==> config.mk <==
export PLATFORM = sky130hd
export DESIGN_NAME = quoted_printable_encoder_flat
export DESIGN_NICKNAME = d
export VERILOG_FILES = /design/src/rtl/core/qpe_pkg.sv /design/src/rtl/core/qpe_in_if.sv /design/src/rtl/core/qpe_out_if.sv /design/src/rtl/core/quoted_printable_encoder.sv /design/src/flat_wrapper.sv
export SDC_FILE = /design/constraint.sdc
export NUM_CORES = 1
export LEC_CHECK = 0
export ABC_AREA = 1
export ABC_CLOCK_PERIOD_IN_PS = 14450
export BUFFER_PORTS_ARGS = -buffer_cell sky130_fd_sc_hd__buf_4
export CAP_MARGIN = 15
export CELL_PAD_IN_SITES_DETAIL_PLACEMENT = 0
export CELL_PAD_IN_SITES_GLOBAL_PLACEMENT = 2
export CORE_MARGIN = 1
export CORE_UTILIZATION = 34
export CTS_BUF_LIST = sky130_fd_sc_hd__clkbuf_4
export CTS_CLUSTER_SIZE = 24
export DETAILED_ROUTE_END_ITERATION = 10
export MAX_ROUTING_LAYER = met4
export PLACE_DENSITY_LB_ADDON = 0.15
export SYNTH_ARGS = -nofsm -noshare
export SYNTH_HDL_FRONTEND = slang
export SYNTH_SLANG_ARGS = --single-unit
export TNS_END_PERCENT = 5
==> constraint.sdc <==
create_clock -name clk -period 14.45 [get_ports clk]
set_input_delay 3.6125 -clock clk [delete_from_list [all_inputs] [get_ports clk]]
set_output_delay 3.6125 -clock clk [all_outputs]
set_load 0.05 [all_outputs]
==> src/rtl/core/qpe_pkg.sv <==
// Package for the quoted-printable encoder.
// Character constants, register map, segment type and the character tables.
// No dependencies.
package qpe_pkg;

  // Characters
  localparam logic [7:0] CH_EQUALS     = 8'd61;
  localparam logic [7:0] CH_QUESTION   = 8'd63;
  localparam logic [7:0] CH_DOT        = 8'd46;
  localparam logic [7:0] CH_UNDERSCORE = 8'd95;
  localparam logic [7:0] CH_SPACE      = 8'd32;
  localparam logic [7:0] CH_TAB        = 8'd9;
  localparam logic [7:0] CH_CR         = 8'd13;
  localparam logic [7:0] CH_LF         = 8'd10;
  localparam logic [7:0] CH_BANG       = 8'd33;
  localparam logic [7:0] CH_TILDE      = 8'd126;

  // Line limit cap and reset value
  localparam logic [6:0] LINE_LIMIT_CAP = 7'd74;
  localparam logic [6:0] COL_MAX        = 7'd127;

  // Escape and literal lengths in characters
  localparam logic [1:0] LEN_NONE = 2'd0;
  localparam logic [1:0] LEN_LIT  = 2'd1;
  localparam logic [1:0] LEN_ESC  = 2'd3;

  // Register map (index = paddr[3:2])
  typedef enum logic [1:0] {
    REG_Q_HEADER_MODE   = 2'd0,
    REG_TEXT_MODE       = 2'd1,
    REG_CUT_LINES       = 2'd2,
    REG_MAX_LINE_LENGTH = 2'd3
  } reg_idx_t;

  // One piece of output: up to three characters, chars[0] goes first
  typedef struct packed {
    logic [2:0][7:0] chars;
    logic [1:0]      len;
  } seg_t;

  // Uppercase hex digit
  function automatic logic [7:0] hex_char(input logic [3:0] nib);
    logic [7:0] ch;
    if (nib < 4'd10) begin
      ch = 8'd48 + {4'd0, nib};
    end else begin
      ch = 8'd55 + {4'd0, nib};
    end
    return ch;
  endfunction

  // RFC 2047 Q characters that pass literally
  function automatic logic q_literal(input logic [7:0] c);
    logic ok;
    ok = (c >= 8'd48 && c <= 8'd57) || (c >= 8'd65 && c <= 8'd90) ||
         (c >= 8'd97 && c <= 8'd122) || c == 8'd33 || c == 8'd42 ||
         c == 8'd43 || c == 8'd45 || c == 8'd47;
    return ok;
  endfunction

  // Segments for an escape, a literal and a soft break
  function automatic seg_t seg_hex(input logic [7:0] c);
    seg_t s;
    s.chars = {hex_char(c[3:0]), hex_char(c[7:4]), CH_EQUALS};
    s.len   = LEN_ESC;
    return s;
  endfunction

  function automatic seg_t seg_lit(input logic [7:0] c);
    seg_t s;
    s.chars = {8'd0, 8'd0, c};
    s.len   = LEN_LIT;
    return s;
  endfunction

  function automatic seg_t seg_break();
    seg_t s;
    s.chars = {CH_LF, CH_CR, CH_EQUALS};
    s.len   = LEN_ESC;
    return s;
  endfunction

  function automatic seg_t seg_none();
    seg_t s;
    s.chars = '0;
    s.len   = LEN_NONE;
    return s;
  endfunction

  // Column advance, saturating at 127
  function automatic logic [6:0] col_add(input logic [6:0] col, input logic [1:0] k);
    logic [7:0] sum;
    sum = {1'b0, col} + {6'd0, k};
    return sum[7] ? COL_MAX : sum[6:0];
  endfunction

endpackage

==> src/rtl/core/qpe_in_if.sv <==
// Input channel of the quoted-printable encoder: one raw octet per beat.
// No dependencies.
interface qpe_in_if;
  logic       valid;
  logic       ready;
  logic [7:0] data_byte;
  logic       final_byte;

  modport source (output valid, data_byte, final_byte, input ready);
  modport sink   (input valid, data_byte, final_byte, output ready);
endinterface

==> src/rtl/core/qpe_out_if.sv <==
// Output channel of the quoted-printable encoder: one encoded character per beat.
// No dependencies.
interface qpe_out_if;
  logic       valid;
  logic       ready;
  logic [7:0] out_char;
  logic       run_end;

  modport source (output valid, out_char, run_end, input ready);
  modport sink   (input valid, out_char, run_end, output ready);
endinterface

==> src/rtl/core/quoted_printable_encoder.sv <==
// Quoted-printable encoder top level (RFC 2045 body, RFC 2047 Q header).
// Depends on qpe_pkg, qpe_in_if and qpe_out_if.
//
// Each input beat carries one octet; the block answers with its encoded text one
// character per output beat, run_end marking the last character of the item. The
// whole encoding of an octet (held space, soft breaks, escape or literal) is worked
// out in the cycle the beat is accepted and parked in an output buffer of up to
// twelve characters, which then drains one character per cycle while out_ch.ready
// is high. An item has 1 character for a literal, 3 for an escape and up to 12 with
// a held space and two soft breaks; an item that yields nothing (a held space) puts
// out no beat. The next beat is accepted in the same cycle the last character of
// the previous one is taken. Configuration is to be written over the APB port only
// while no item is in flight; the user is bound by this, the block does not enforce it.
module quoted_printable_encoder
  import qpe_pkg::*;
(
  input  logic        clk,
  input  logic        rst,
  qpe_in_if.sink      in_ch,
  qpe_out_if.source   out_ch,
  input  logic        psel,
  input  logic        penable,
  input  logic        pwrite,
  input  logic [3:0]  paddr,
  input  logic [31:0] pwdata,
  output logic [31:0] prdata,
  output logic        pready
);

  // Configuration registers
  logic       q_header_mode;
  logic       text_mode;
  logic       cut_lines;
  logic [6:0] max_line_length;

  // Encoder state
  logic [6:0] column;
  logic       space_pending;

  // Output buffer
  seg_t       segs [4];
  logic [1:0] seg_idx;
  logic [1:0] pos;
  logic       busy;

  logic       cfg_wr;
  reg_idx_t   cfg_idx;
  logic       in_fire;
  logic       out_fire;

  // APB port
  assign pready  = 1'b1;
  assign cfg_wr  = psel && penable && pwrite;
  assign cfg_idx = reg_idx_t'(paddr[3:2]);

  always_ff @(posedge clk) begin
    if (rst) begin
      q_header_mode   <= 1'b0;
      text_mode       <= 1'b0;
      cut_lines       <= 1'b0;
      max_line_length <= LINE_LIMIT_CAP;
    end else if (cfg_wr) begin
      case (cfg_idx)
        REG_Q_HEADER_MODE:   q_header_mode   <= pwdata[0];
        REG_TEXT_MODE:       text_mode       <= pwdata[0];
        REG_CUT_LINES:       cut_lines       <= pwdata[0];
        REG_MAX_LINE_LENGTH: max_line_length <= pwdata[6:0];
        default: ;
      endcase
    end
  end

  always_comb begin
    case (cfg_idx)
      REG_Q_HEADER_MODE:   prdata = {31'd0, q_header_mode};
      REG_TEXT_MODE:       prdata = {31'd0, text_mode};
      REG_CUT_LINES:       prdata = {31'd0, cut_lines};
      REG_MAX_LINE_LENGTH: prdata = {25'd0, max_line_length};
      default:             prdata = '0;
    endcase
  end

  // Encode one octet into four segments
  logic [7:0] c;
  logic       fin;
  logic [6:0] limit;
  logic [7:0] brk_at;
  logic       brk_en;
  logic       is_crlf;
  logic [6:0] col_a, col_b, col_c, col_d;
  logic       brk1, brk2, check;
  logic       pend_next;
  seg_t       new_segs [4];

  always_comb begin
    c       = in_ch.data_byte;
    fin     = in_ch.final_byte;
    limit   = (max_line_length > LINE_LIMIT_CAP) ? LINE_LIMIT_CAP : max_line_length;
    brk_en  = cut_lines && !q_header_mode && (limit != 7'd0);
    brk_at  = {1'b0, limit} - 8'd1;
    is_crlf = (c == CH_CR) || (c == CH_LF);

    // held space
    new_segs[0] = seg_none();
    col_a       = column;
    if (space_pending) begin
      if (q_header_mode) begin
        new_segs[0] = seg_lit(CH_UNDERSCORE);
      end else if (is_crlf) begin
        new_segs[0] = seg_hex(CH_SPACE);
      end else begin
        new_segs[0] = seg_lit(CH_SPACE);
      end
      col_a = col_add(column, new_segs[0].len);
    end
    brk1        = space_pending && brk_en && ({1'b0, col_a} >= brk_at);
    new_segs[1] = brk1 ? seg_break() : seg_none();
    col_b       = brk1 ? 7'd0 : col_a;

    // the octet itself
    check     = 1'b1;
    pend_next = 1'b0;
    if (q_header_mode) begin
      if (c == CH_SPACE) begin
        new_segs[2] = seg_lit(CH_UNDERSCORE);
      end else if (q_literal(c)) begin
        new_segs[2] = seg_lit(c);
      end else begin
        new_segs[2] = seg_hex(c);
      end
    end else if (c == CH_DOT && col_b == 7'd0) begin
      new_segs[2] = seg_hex(c);
      check       = 1'b0;
    end else if (c == CH_SPACE) begin
      if (fin) begin
        new_segs[2] = seg_hex(c);
      end else begin
        new_segs[2] = seg_none();
        check       = 1'b0;
        pend_next   = 1'b1;
      end
    end else if (c == CH_TAB || c == CH_EQUALS) begin
      new_segs[2] = seg_hex(c);
    end else if (is_crlf) begin
      new_segs[2] = text_mode ? seg_lit(c) : seg_hex(c);
    end else if (c >= CH_BANG && c <= CH_TILDE && c != CH_QUESTION) begin
      new_segs[2] = seg_lit(c);
    end else begin
      new_segs[2] = seg_hex(c);
    end
    col_c       = col_add(col_b, new_segs[2].len);
    brk2        = check && brk_en && ({1'b0, col_c} >= brk_at);
    new_segs[3] = brk2 ? seg_break() : seg_none();
    col_d       = brk2 ? 7'd0 : col_c;
  end

  // First non-empty segment of a freshly encoded item
  logic       ld_found;
  logic [1:0] ld_idx;

  always_comb begin
    ld_found = 1'b0;
    ld_idx   = 2'd0;
    for (int i = 3; i >= 0; i--) begin
      if (new_segs[i].len != LEN_NONE) begin
        ld_found = 1'b1;
        ld_idx   = 2'(i);
      end
    end
  end

  // Drain position: end of segment and next non-empty segment
  logic       seg_last;
  logic       nxt_found;
  logic [1:0] nxt_idx;
  logic       run_end;

  always_comb begin
    seg_last  = (pos == segs[seg_idx].len - 2'd1);
    nxt_found = 1'b0;
    nxt_idx   = seg_idx;
    for (int i = 3; i >= 0; i--) begin
      if (2'(i) > seg_idx && segs[i].len != LEN_NONE) begin
        nxt_found = 1'b1;
        nxt_idx   = 2'(i);
      end
    end
    run_end = seg_last && !nxt_found;
  end

  // Handshakes
  assign out_fire        = busy && out_ch.ready;
  assign in_ch.ready     = !busy || (out_fire && run_end);
  assign in_fire         = in_ch.valid && in_ch.ready;
  assign out_ch.valid    = busy;
  assign out_ch.out_char = segs[seg_idx].chars[pos];
  assign out_ch.run_end  = run_end;

  // Encoder state update
  always_ff @(posedge clk) begin
    if (rst) begin
      column        <= 7'd0;
      space_pending <= 1'b0;
    end else if (in_fire) begin
      column        <= col_d;
      space_pending <= pend_next;
    end
  end

  // Buffer control
  always_ff @(posedge clk) begin
    if (rst) begin
      busy    <= 1'b0;
      seg_idx <= 2'd0;
      pos     <= 2'd0;
    end else if (in_fire) begin
      busy    <= ld_found;
      seg_idx <= ld_idx;
      pos     <= 2'd0;
    end else if (out_fire) begin
      if (!seg_last) begin
        pos <= pos + 2'd1;
      end else if (nxt_found) begin
        seg_idx <= nxt_idx;
        pos     <= 2'd0;
      end else begin
        busy <= 1'b0;
      end
    end
  end

  // Buffer payload
  always_ff @(posedge clk) begin
    if (in_fire) begin
      for (int i = 0; i < 4; i++) begin
        segs[i] <= new_segs[i];
      end
    end
  end

endmodule

==> src/flat_wrapper.sv <==
// flat-port wrapper written by rule: the top's interface ports become plain ports
module quoted_printable_encoder_flat import qpe_pkg::*;
  (clk, rst, psel, penable, pwrite, paddr, pwdata, prdata, pready, in_ch_valid, in_ch_data_byte, in_ch_final_byte, in_ch_ready, out_ch_valid, out_ch_out_char, out_ch_run_end, out_ch_ready);
  qpe_in_if in_ch_i ();
  qpe_out_if out_ch_i ();
  input  logic clk;
  input  logic rst;
  input  logic psel;
  input  logic penable;
  input  logic pwrite;
  input  logic [3:0] paddr;
  input  logic [31:0] pwdata;
  output logic [31:0] prdata;
  output logic pready;
  input wire logic [$bits(in_ch_i.valid)-1:0] in_ch_valid;
  input wire logic [$bits(in_ch_i.data_byte)-1:0] in_ch_data_byte;
  input wire logic [$bits(in_ch_i.final_byte)-1:0] in_ch_final_byte;
  output wire logic [$bits(in_ch_i.ready)-1:0] in_ch_ready;
  output wire logic [$bits(out_ch_i.valid)-1:0] out_ch_valid;
  output wire logic [$bits(out_ch_i.out_char)-1:0] out_ch_out_char;
  output wire logic [$bits(out_ch_i.run_end)-1:0] out_ch_run_end;
  input wire logic [$bits(out_ch_i.ready)-1:0] out_ch_ready;
  assign in_ch_i.valid = in_ch_valid;
  assign in_ch_i.data_byte = in_ch_data_byte;
  assign in_ch_i.final_byte = in_ch_final_byte;
  assign in_ch_ready = in_ch_i.ready;
  assign out_ch_valid = out_ch_i.valid;
  assign out_ch_out_char = out_ch_i.out_char;
  assign out_ch_run_end = out_ch_i.run_end;
  assign out_ch_i.ready = out_ch_ready;
  quoted_printable_encoder u_core (.clk(clk), .rst(rst), .in_ch(in_ch_i), .out_ch(out_ch_i), .psel(psel), .penable(penable), .pwrite(pwrite), .paddr(paddr), .pwdata(pwdata), .prdata(prdata), .pready(pready));
endmodule
==> results by group, run 1 <==
Die
  • CORE AREA: 0.0128 mm2
  • Top-Level Pins: 96
  • Initial core utilization: 35.2%
  • Die Ht: 117 um
  • Die W: 117 um
  • Die area: 0.0137 mm2
  • Rows: 41

Clock network
  • Post_cts resized: 0
  • CTS tree: built
  • H-Tree Depth: 2
  • Clk_lat worst skew: 0.38 ns
  • Clock Path Buffers: 2
  • Hold-fix buffers, CTS: 0
  • Root Buffer: clkbuf_4
  • Num CTS Buffers: 5
  • Clk slew on worst S/H paths: 0.16 ns
  • Clk sinks: 56
  • Post CTS Setup Buffer Count: 0

Routing
  • TritonRoute pass-1 iters: 4
  • Residual DRC count: 0
  • DR vias/cell: 4.69
  • Final wirelength: 10500 um
  • Via count: 3830
  • Wire per inst: 12.9 um
  • Post-route ant nets: 0
  • 1st-iter DRT viols: 114

Setup path
  • CP required: 14.79 ns
  • Startpoint Class: input port
  • Worst Reg-to-Reg Cells: 47
  • Slowest stage cell on the critical path: nand3_2
  • R2R setup slack: 8.10 ns
  • CP Capture Type: flop
  • CP endpoint: u_core.column[1]
  • Crit path kind: input port to flop
  • CP Data Arrival Time: 10.46 ns
  • RR Endpoint: u_core.column[1]
  • Worst stage delay on the critical path: 0.29 ns
  • Worst setup path start: in_ch_data_byte[1]
  • Critical path peak fanout: 13
  • Top cell by count, worst path: nand2_1
  • Reg-to-reg startpoint: u_core.q_header_mode

Global routing
  • Tot GR Track Use: 16.7%
  • Overflow after GRT: 0
  • First-pass GRT wire length: 17200 um
  • Initial antenna violation count: 0
  • Vias in the first global route: 3594
  • Largest net degree at the start of global routing: 33

Timing
  • Final Hold Viols: 0
  • Worst Max-Slew Pin Slew: 0.635 ns
  • Fmax: 98.8 MHz
  • Clock skew: 0.0160 ns
  • Hold slack: 0.496 ns
  • TNS Setup: 0 ns
  • Slew Limit Fails: 0
  • Period minus WS final: 10.12 ns
  • Setup violators final: 0
  • Slew headroom: 57.6%
  • Final Cycle Share: 70.0%
  • RSZ-0062 raised after global routing: false

Cells and area
  • Ant. Diodes: 0
  • # fillers: 1364
  • Share of cells above drive strength 1: 15.8%
  • Final design utilization: 38.6%
  • Cell Count, Final, Fillers Out: 817
  • Area Overhead vs Synth: 9.57%
  • Final net count: 726

Synthesis
  • Yosys reg bits: 56
  • Synth cell types: 55
  • Ys Warns: 0
  • Syn Area/Cell: 7.41 um2
  • Cell Area, Synth: 0.00450 mm2
  • Post-synthesis sequential area ratio: 31.8%
  • Post-Syn Instances: 607

Power and ir drop
  • Power Dens Cells: 79.3 mW/mm2
  • Power share of the combinational group: 30.0%
  • Sequential Power Share: 47.2%
  • Static Leak: 2.27 nW
  • Worst IR Drop VDD: 47.4 uV
  • Sw frac: 35.6%
  • Cell Int Power: 0.252 mW
  • Clock share of power: 22.9%
  • Psw: 0.139 mW

Placed design
  • Placed instance count: 809
  • I/O Buffers: 42
  • Post-DP HPWL: 8650 um
  • GP Congestion: 0.849

Worst hold path
  • Type of the most critical hold path: flop to flop

Job
  • Max-cap violations: 0

Run status
  • Status: completed
-- power by group through the flow --
stage	registers, mW	logic, mW	clock network (mW)
finish	0.184	0.117	0.0893
global route	0.186	0.131	0.0984
CTS	0.185	0.118	0.0935
detailed placement	0.188	0.118	0
global placement	0.188	0.117	0
floorplan	0.186	0.0956	0
-- state kept, by name (all words and copies together), names as in the netlist, named ones only --
register	count
u_core.out_ch.valid	1
u_core.q_header_mode	1
u_core.seg_idx	2
u_core.segs	31
u_core.max_line_length	7
u_core.cut_lines	1
u_core.pos	2
u_core.space_pending	1
u_core.column	7
u_core.text_mode	1
-- critical path: cells and delay by family --
| kind | cells | cell delay (ns) |
|---|---|---|
| adder cells (fa/ha/maj) | 5 | 1.22 |
| buffers and inverters | 10 | 1.14 |
| AND/OR/NAND/NOR | 31 | 3.03 |
| AO/OA/AOI/OAI | 9 | 1.45 |
-- logic make-up after synthesis --
logic type               count (synthesis)  synth area share, %
AO/OA/AOI/OAI                           97                 14.0
XOR/XNOR                                 9                 1.75
adder cells (fa/ha/maj)                 30                 8.68
buffers and inverters                  124                 13.4
flip-flops                              56                 31.8
other                                    2                0.167
AND/OR/NAND/NOR                        289                 30.1
-- cells in the mapped netlist, drive strengths merged --
cell type	number	area, um2
nor3	8	40.0
o211ai	7	57.6
o21ai	37	193
or2	1	6.26
edfxtp	31	931
o31ai	2	15.0
buf	33	253
a21oi	23	126
conb	2	7.51
o41ai	1	8.76
a21boi	4	52.6
o2111ai	2	17.5
nand2	150	621
o311ai	1	8.76
o211a	1	10.0
nor4	3	18.8
nand3	35	215
inv	86	323
a22oi	1	7.51
o21bai	1	7.51
fa	2	40.0
dfxtp	25	500
xnor2	1	8.76
nand4	11	68.8
a31oi	5	31.3
a221oi	3	26.3
a22o	1	8.76
xor2	8	70.1
clkinv	1	3.75
nor2	80	367
a32oi	1	8.76
clkbuf	4	25.0
o32ai	1	8.76
nand3b	1	20.0
a31o	1	8.76
ha	28	350
o22ai	3	18.8
a211oi	2	15.0
-- routing by layer --
| metal | track usage, % | wire length, um |
|---|---|---|
| met4 | 3.80 | 125 |
| met5 | - | 0 |
| met2 | 29.2 | 5260 |
| met3 | 2.52 | 312 |
| met1 | 20.1 | 4820 |
-- metrics by stage --
step / total power [mW] / setup slack, ns / instance area [um2]
global placement: 0.305 / 3.95 / 4850
CTS: 0.396 / 4.30 / 4930
detailed placement: 0.306 / 3.91 / 4850
finish: 0.391 / 4.33 / 4930
floorplan: 0.282 / 5.64 / 4590
global route: 0.415 / 3.37 / 4930
-- layout make-up --
type	instances	area [um2]	share of cell area [%]
tap	172	215	4.37
clock inverter	2	38.8	0.787
clock buffer	6	45.0	0.914
sequential	56	1430	29.0
inverter	87	327	6.62
timing repair buffer	42	315	6.40
multi-input combinational	452	2560	51.9
-- worst min path at each step --
stage                    startpoint                 to  slack (ns)  cells past startpoint
2_1_floorplan  u_core.space_pending  u_core.segs[0][0]        0.43                      0
3_3_place_gp       u_core.column[5]   u_core.column[5]        0.48                      2
3_5_place_dp       u_core.column[6]   u_core.column[6]        0.48                      2
4_1_cts            u_core.column[6]   u_core.column[6]        0.50                      2
5_1_grt            u_core.column[6]   u_core.column[6]        0.53                      2
6_report           u_core.column[6]   u_core.column[6]        0.50                      2
-- cells in the final DEF (no fill, tap or decap), drive strengths merged, types with 3 or more instances in the layout --
cell / n
nand2: 150
inv: 87
nor2: 80
buf: 42
o21ai: 37
nand3: 35
edfxtp: 31
ha: 28
conb: 27
dfxtp: 25
a21oi: 23
nand4: 11
xor2: 8
nor3: 8
o211ai: 7
clkbuf: 6
a31oi: 5
a21boi: 4
o22ai: 3
nor4: 3
a221oi: 3
No activity file was read; power rests on OpenSTA's default activity.
==> inputs of run 2 (changes only) <==
--- a/config.mk
+++ b/config.mk
@@ -5,8 +5,8 @@
 export SDC_FILE = /design/constraint.sdc
 export NUM_CORES = 1
 export LEC_CHECK = 0
-export ABC_AREA = 1
-export ABC_CLOCK_PERIOD_IN_PS = 14450
+export ABC_AREA = 0
+export ABC_CLOCK_PERIOD_IN_PS = 9400
 export BUFFER_PORTS_ARGS = -buffer_cell sky130_fd_sc_hd__buf_4
 export CAP_MARGIN = 15
 export CELL_PAD_IN_SITES_DETAIL_PLACEMENT = 0
==> constraint.sdc (replaced) <==
create_clock -name clk -period 9.4 [get_ports clk]
set_input_delay 2.35 -clock clk [delete_from_list [all_inputs] [get_ports clk]]
set_output_delay 2.35 -clock clk [all_outputs]
set_load 0.05 [all_outputs]
==> run 2 against run 1 <==
  * Power rose by 51%
  * Critical endpoint unchanged
  * Sequential power up 54%
  * First-iteration DRC count rose by 110%
  * Die area shrank 2.3%
  * Area after synthesis down 2.3%
  * Largest cell class unchanged
  * Critical path depth is 21 lower
  * Sequential share of layout area is 0.44 points lower
  * Via count shrank 2.5%
  * Critical path type unchanged
  * Design area up 1.5%
  * Global-route usage grew 1.2 points
  * Register-to-register slack lost 5.1 ns
==> results by group, run 2 <==
Run status
  • Status: completed

Cells and area
  • Share of cells above drive strength 1: 16.0%
  • Most flop-heavy register: u_core.segs
  • Multi-input gate area in the final layout: 0.00271 mm2
  • # fillers: 1320
  • Final net count: 643
  • Most common cell after layout, fill and taps aside: buf_4
  • FF+latch area: 0.00143 mm2
  • Ant. Diodes: 0
  • Max reg flops: 31
  • Final design utilization: 39.7%
  • Biggest regs: u_core.segs: 31 flops, u_core.column: 7 flops, u_core.max_line_length: 7 flops
  • Most frequent cells in the layout: 67 x buf_4, 49 x a21oi_1, 41 x nand2_1
  • Area Overhead vs Synth: 13.9%

Synthesis
  • Largest family of logic cells by synthesized area: compound AO/OA/AOI/OAI gates
  • Post-synth EDFFs: 31
  • Area share of the largest cell type after synthesis: 21.2%
  • Synth cell types: 60
  • Cell Area, Synth: 0.00440 mm2
  • Top cells by area, synth: edfxtp_1 21%, dfxtp_1 11%, ha_1 8.0%
  • Primary FF master, synth: edfxtp_1
  • Post-synthesis simple-gate area fraction: 19.7%
  • Area leader, netlist: edfxtp_1
  • Ys async rst share: 0%
  • Post-synthesis mux area share: 4.87%
  • Xor/xnor share of the synthesized area: 2.96%
  • Ys Warns: 0
  • Count leader, synth: a21oi_1
  • Synth Area in Compound Gates: 22.8%
  • Post-Synth Adder-Cell Area: 9.11%
  • Top cells by count, synth: 49 x a21oi_1, 41 x nand2_1, 33 x nor2_1
  • Yosys reg bits: 56
  • Post-Syn Instances: 509
  • Syn Area/Cell: 8.64 um2
  • Post-synthesis sequential area ratio: 32.6%

Power and ir drop
  • Psw: 0.201 mW
  • Worst IR Drop VDD: 45.1 uV
  • Power share of the combinational group: 29.1%
  • Cell Int Power: 0.390 mW
  • Clock share of power: 23.0%
  • Static Leak: 2.04 nW
  • Sw frac: 34.0%
  • Sequential Power Share: 47.9%
  • Power Dens Cells: 118 mW/mm2
  • Overall power: 0.591 mW

Placed design
  • Pre-CTS setup slack: 0.320 ns
  • I/O Buffers: 42
  • Post-DP HPWL: 8750 um
  • GP Congestion: 0.823

Clock network
  • Hold-fix buffers, CTS: 0
  • Root Buffer: clkbuf_4
  • CTS tree: built
  • Clk sinks: 56
  • Clk_lat worst skew: 0.40 ns
  • Clk slew on worst S/H paths: 0.16 ns
  • H-Tree Depth: 2
  • Num CTS Buffers: 5
  • Post_cts resized: 0
  • Clock Path Buffers: 2
  • Post CTS Setup Buffer Count: 0

Worst hold path
  • Type of the most critical hold path: flop to flop
  • Worst Hold Depth: 2

Routing
  • Post-route ant nets: 0
  • 1st-iter DRT viols: 242
  • TritonRoute pass-1 iters: 4
  • Final wirelength: 11300 um
  • Residual DRC count: 0
  • Wire per inst: 15.3 um
  • DR vias/cell: 5.09
  • Via count: 3736

Die
  • Die Ht: 116 um
  • Top-Level Pins: 96
  • CORE AREA: 0.0126 mm2
  • Die area: 0.0134 mm2
  • Initial core utilization: 34.8%
  • Rows: 41
  • Die W: 116 um

Setup path
  • Critical path peak fanout: 7
  • Worst stage delay on the critical path: 0.55 ns
  • Top cell by count, worst path: ha_1
  • Crit path kind: input port to flop
  • Worst Reg-to-Reg Cells: 28
  • Slowest stage cell on the critical path: nor4_1
  • Startpoint Class: input port
  • CP Data Arrival Time: 8.91 ns
  • CP required: 9.70 ns
  • CP Capture Type: flop

Timing
  • Setup violators final: 0
  • Slew headroom: 45.6%
  • TNS Setup: 0 ns
  • Clock skew: 0.0170 ns
  • Final Hold Viols: 0
  • Slew Limit Fails: 0
  • Hold slack: 0.502 ns
  • Final Cycle Share: 91.6%
  • Final WS setup: 0.789 ns
  • RSZ-0062 raised after global routing: false
  • Period minus WS final: 8.61 ns
  • Worst Max-Slew Pin Slew: 0.812 ns
  • Fmax: 116 MHz

Global routing
  • Vias in the first global route: 3459
  • First-pass GRT wire length: 18000 um
  • Initial antenna violation count: 0
  • Tot GR Track Use: 17.9%
  • Overflow after GRT: 0
  • Largest net degree at the start of global routing: 37

Job
  • Max-cap violations: 0
-- run 2: changes by cell type after synthesis, sizes merged, moves of 13 or more --
cell	before	now
inv	86	17
nor2	80	34
clkbuf	4	17
nand3	35	10
nor2b	0	16
nand2	150	41
a21oi	23	49
-- run 2: final cells by class --
class                           instances  share of cell area (%)
Clock inverter                          3                   0.850
Tap cell                              172                    4.30
Clock buffer                            5                   0.750
Multi-Input combinational cell        414                    54.2
Timing Repair Buffer                   67                    10.0
Inverter                               17                    1.27
Sequential cell                        56                    28.6
-- run 2: metal layers --
| metal | global-route usage, % | vias to the layer above | part of all wire (%) |
|---|---|---|---|
| li1 | - | 1917 | - |
| met1 | 24.9 | 1742 | 52 |
| met2 | 27.4 | 67 | 44 |
| met3 | 1.88 | 10 | 2.9 |
| met4 | 5.21 | 0 | 1.3 |
| met5 | - | - | 0 |
-- run 2: metrics by stage --
stage               cells  instance area [um2]
CTS                   734                 5010
floorplan             534                 4490
global route          734                 5010
finish                734                 5010
global placement      726                 4930
detailed placement    726                 4930
-- run 2: final timing paths --
kind	start	endpoint	slack, ns
worst max-delay path	in_ch_data_byte[0]	u_core.column[1]	0.79
worst min-delay path	u_core.cut_lines	u_core.cut_lines	0.50
worst max register to register	u_core.q_header_mode	u_core.column[1]	2.97
worst min register to register	u_core.cut_lines	u_core.cut_lines	0.50
-- run 2: critical path: cells and delay by family --
family                   cells  cell delay [ns]
buffers and inverters        5             0.64
AND/OR/NAND/NOR             12             2.35
adder cells (fa/ha/maj)      5             1.32
AO/OA/AOI/OAI               11             1.94
multiplexers                 1             0.30
-- run 2: logic make-up (layout without fill, tap and decap cells) --
family	count (synthesis)	in the layout
AND/OR/NAND/NOR	168	168
AO/OA/AOI/OAI	157	157
buffers and inverters	64	92
flip-flops	56	56
adder cells (fa/ha/maj)	31	31
multiplexers	17	17
XOR/XNOR	14	14
other	2	27
-- run 2: power groups by stage --
stage | logic, mW | clock network (mW) | registers, mW
after floorplan | 0.133 | 0 | 0.284
after global placement | 0.171 | 0 | 0.288
after detailed placement | 0.172 | 0 | 0.289
after CTS | 0.173 | 0.140 | 0.283
after global routing | 0.188 | 0.148 | 0.285
final | 0.172 | 0.136 | 0.283
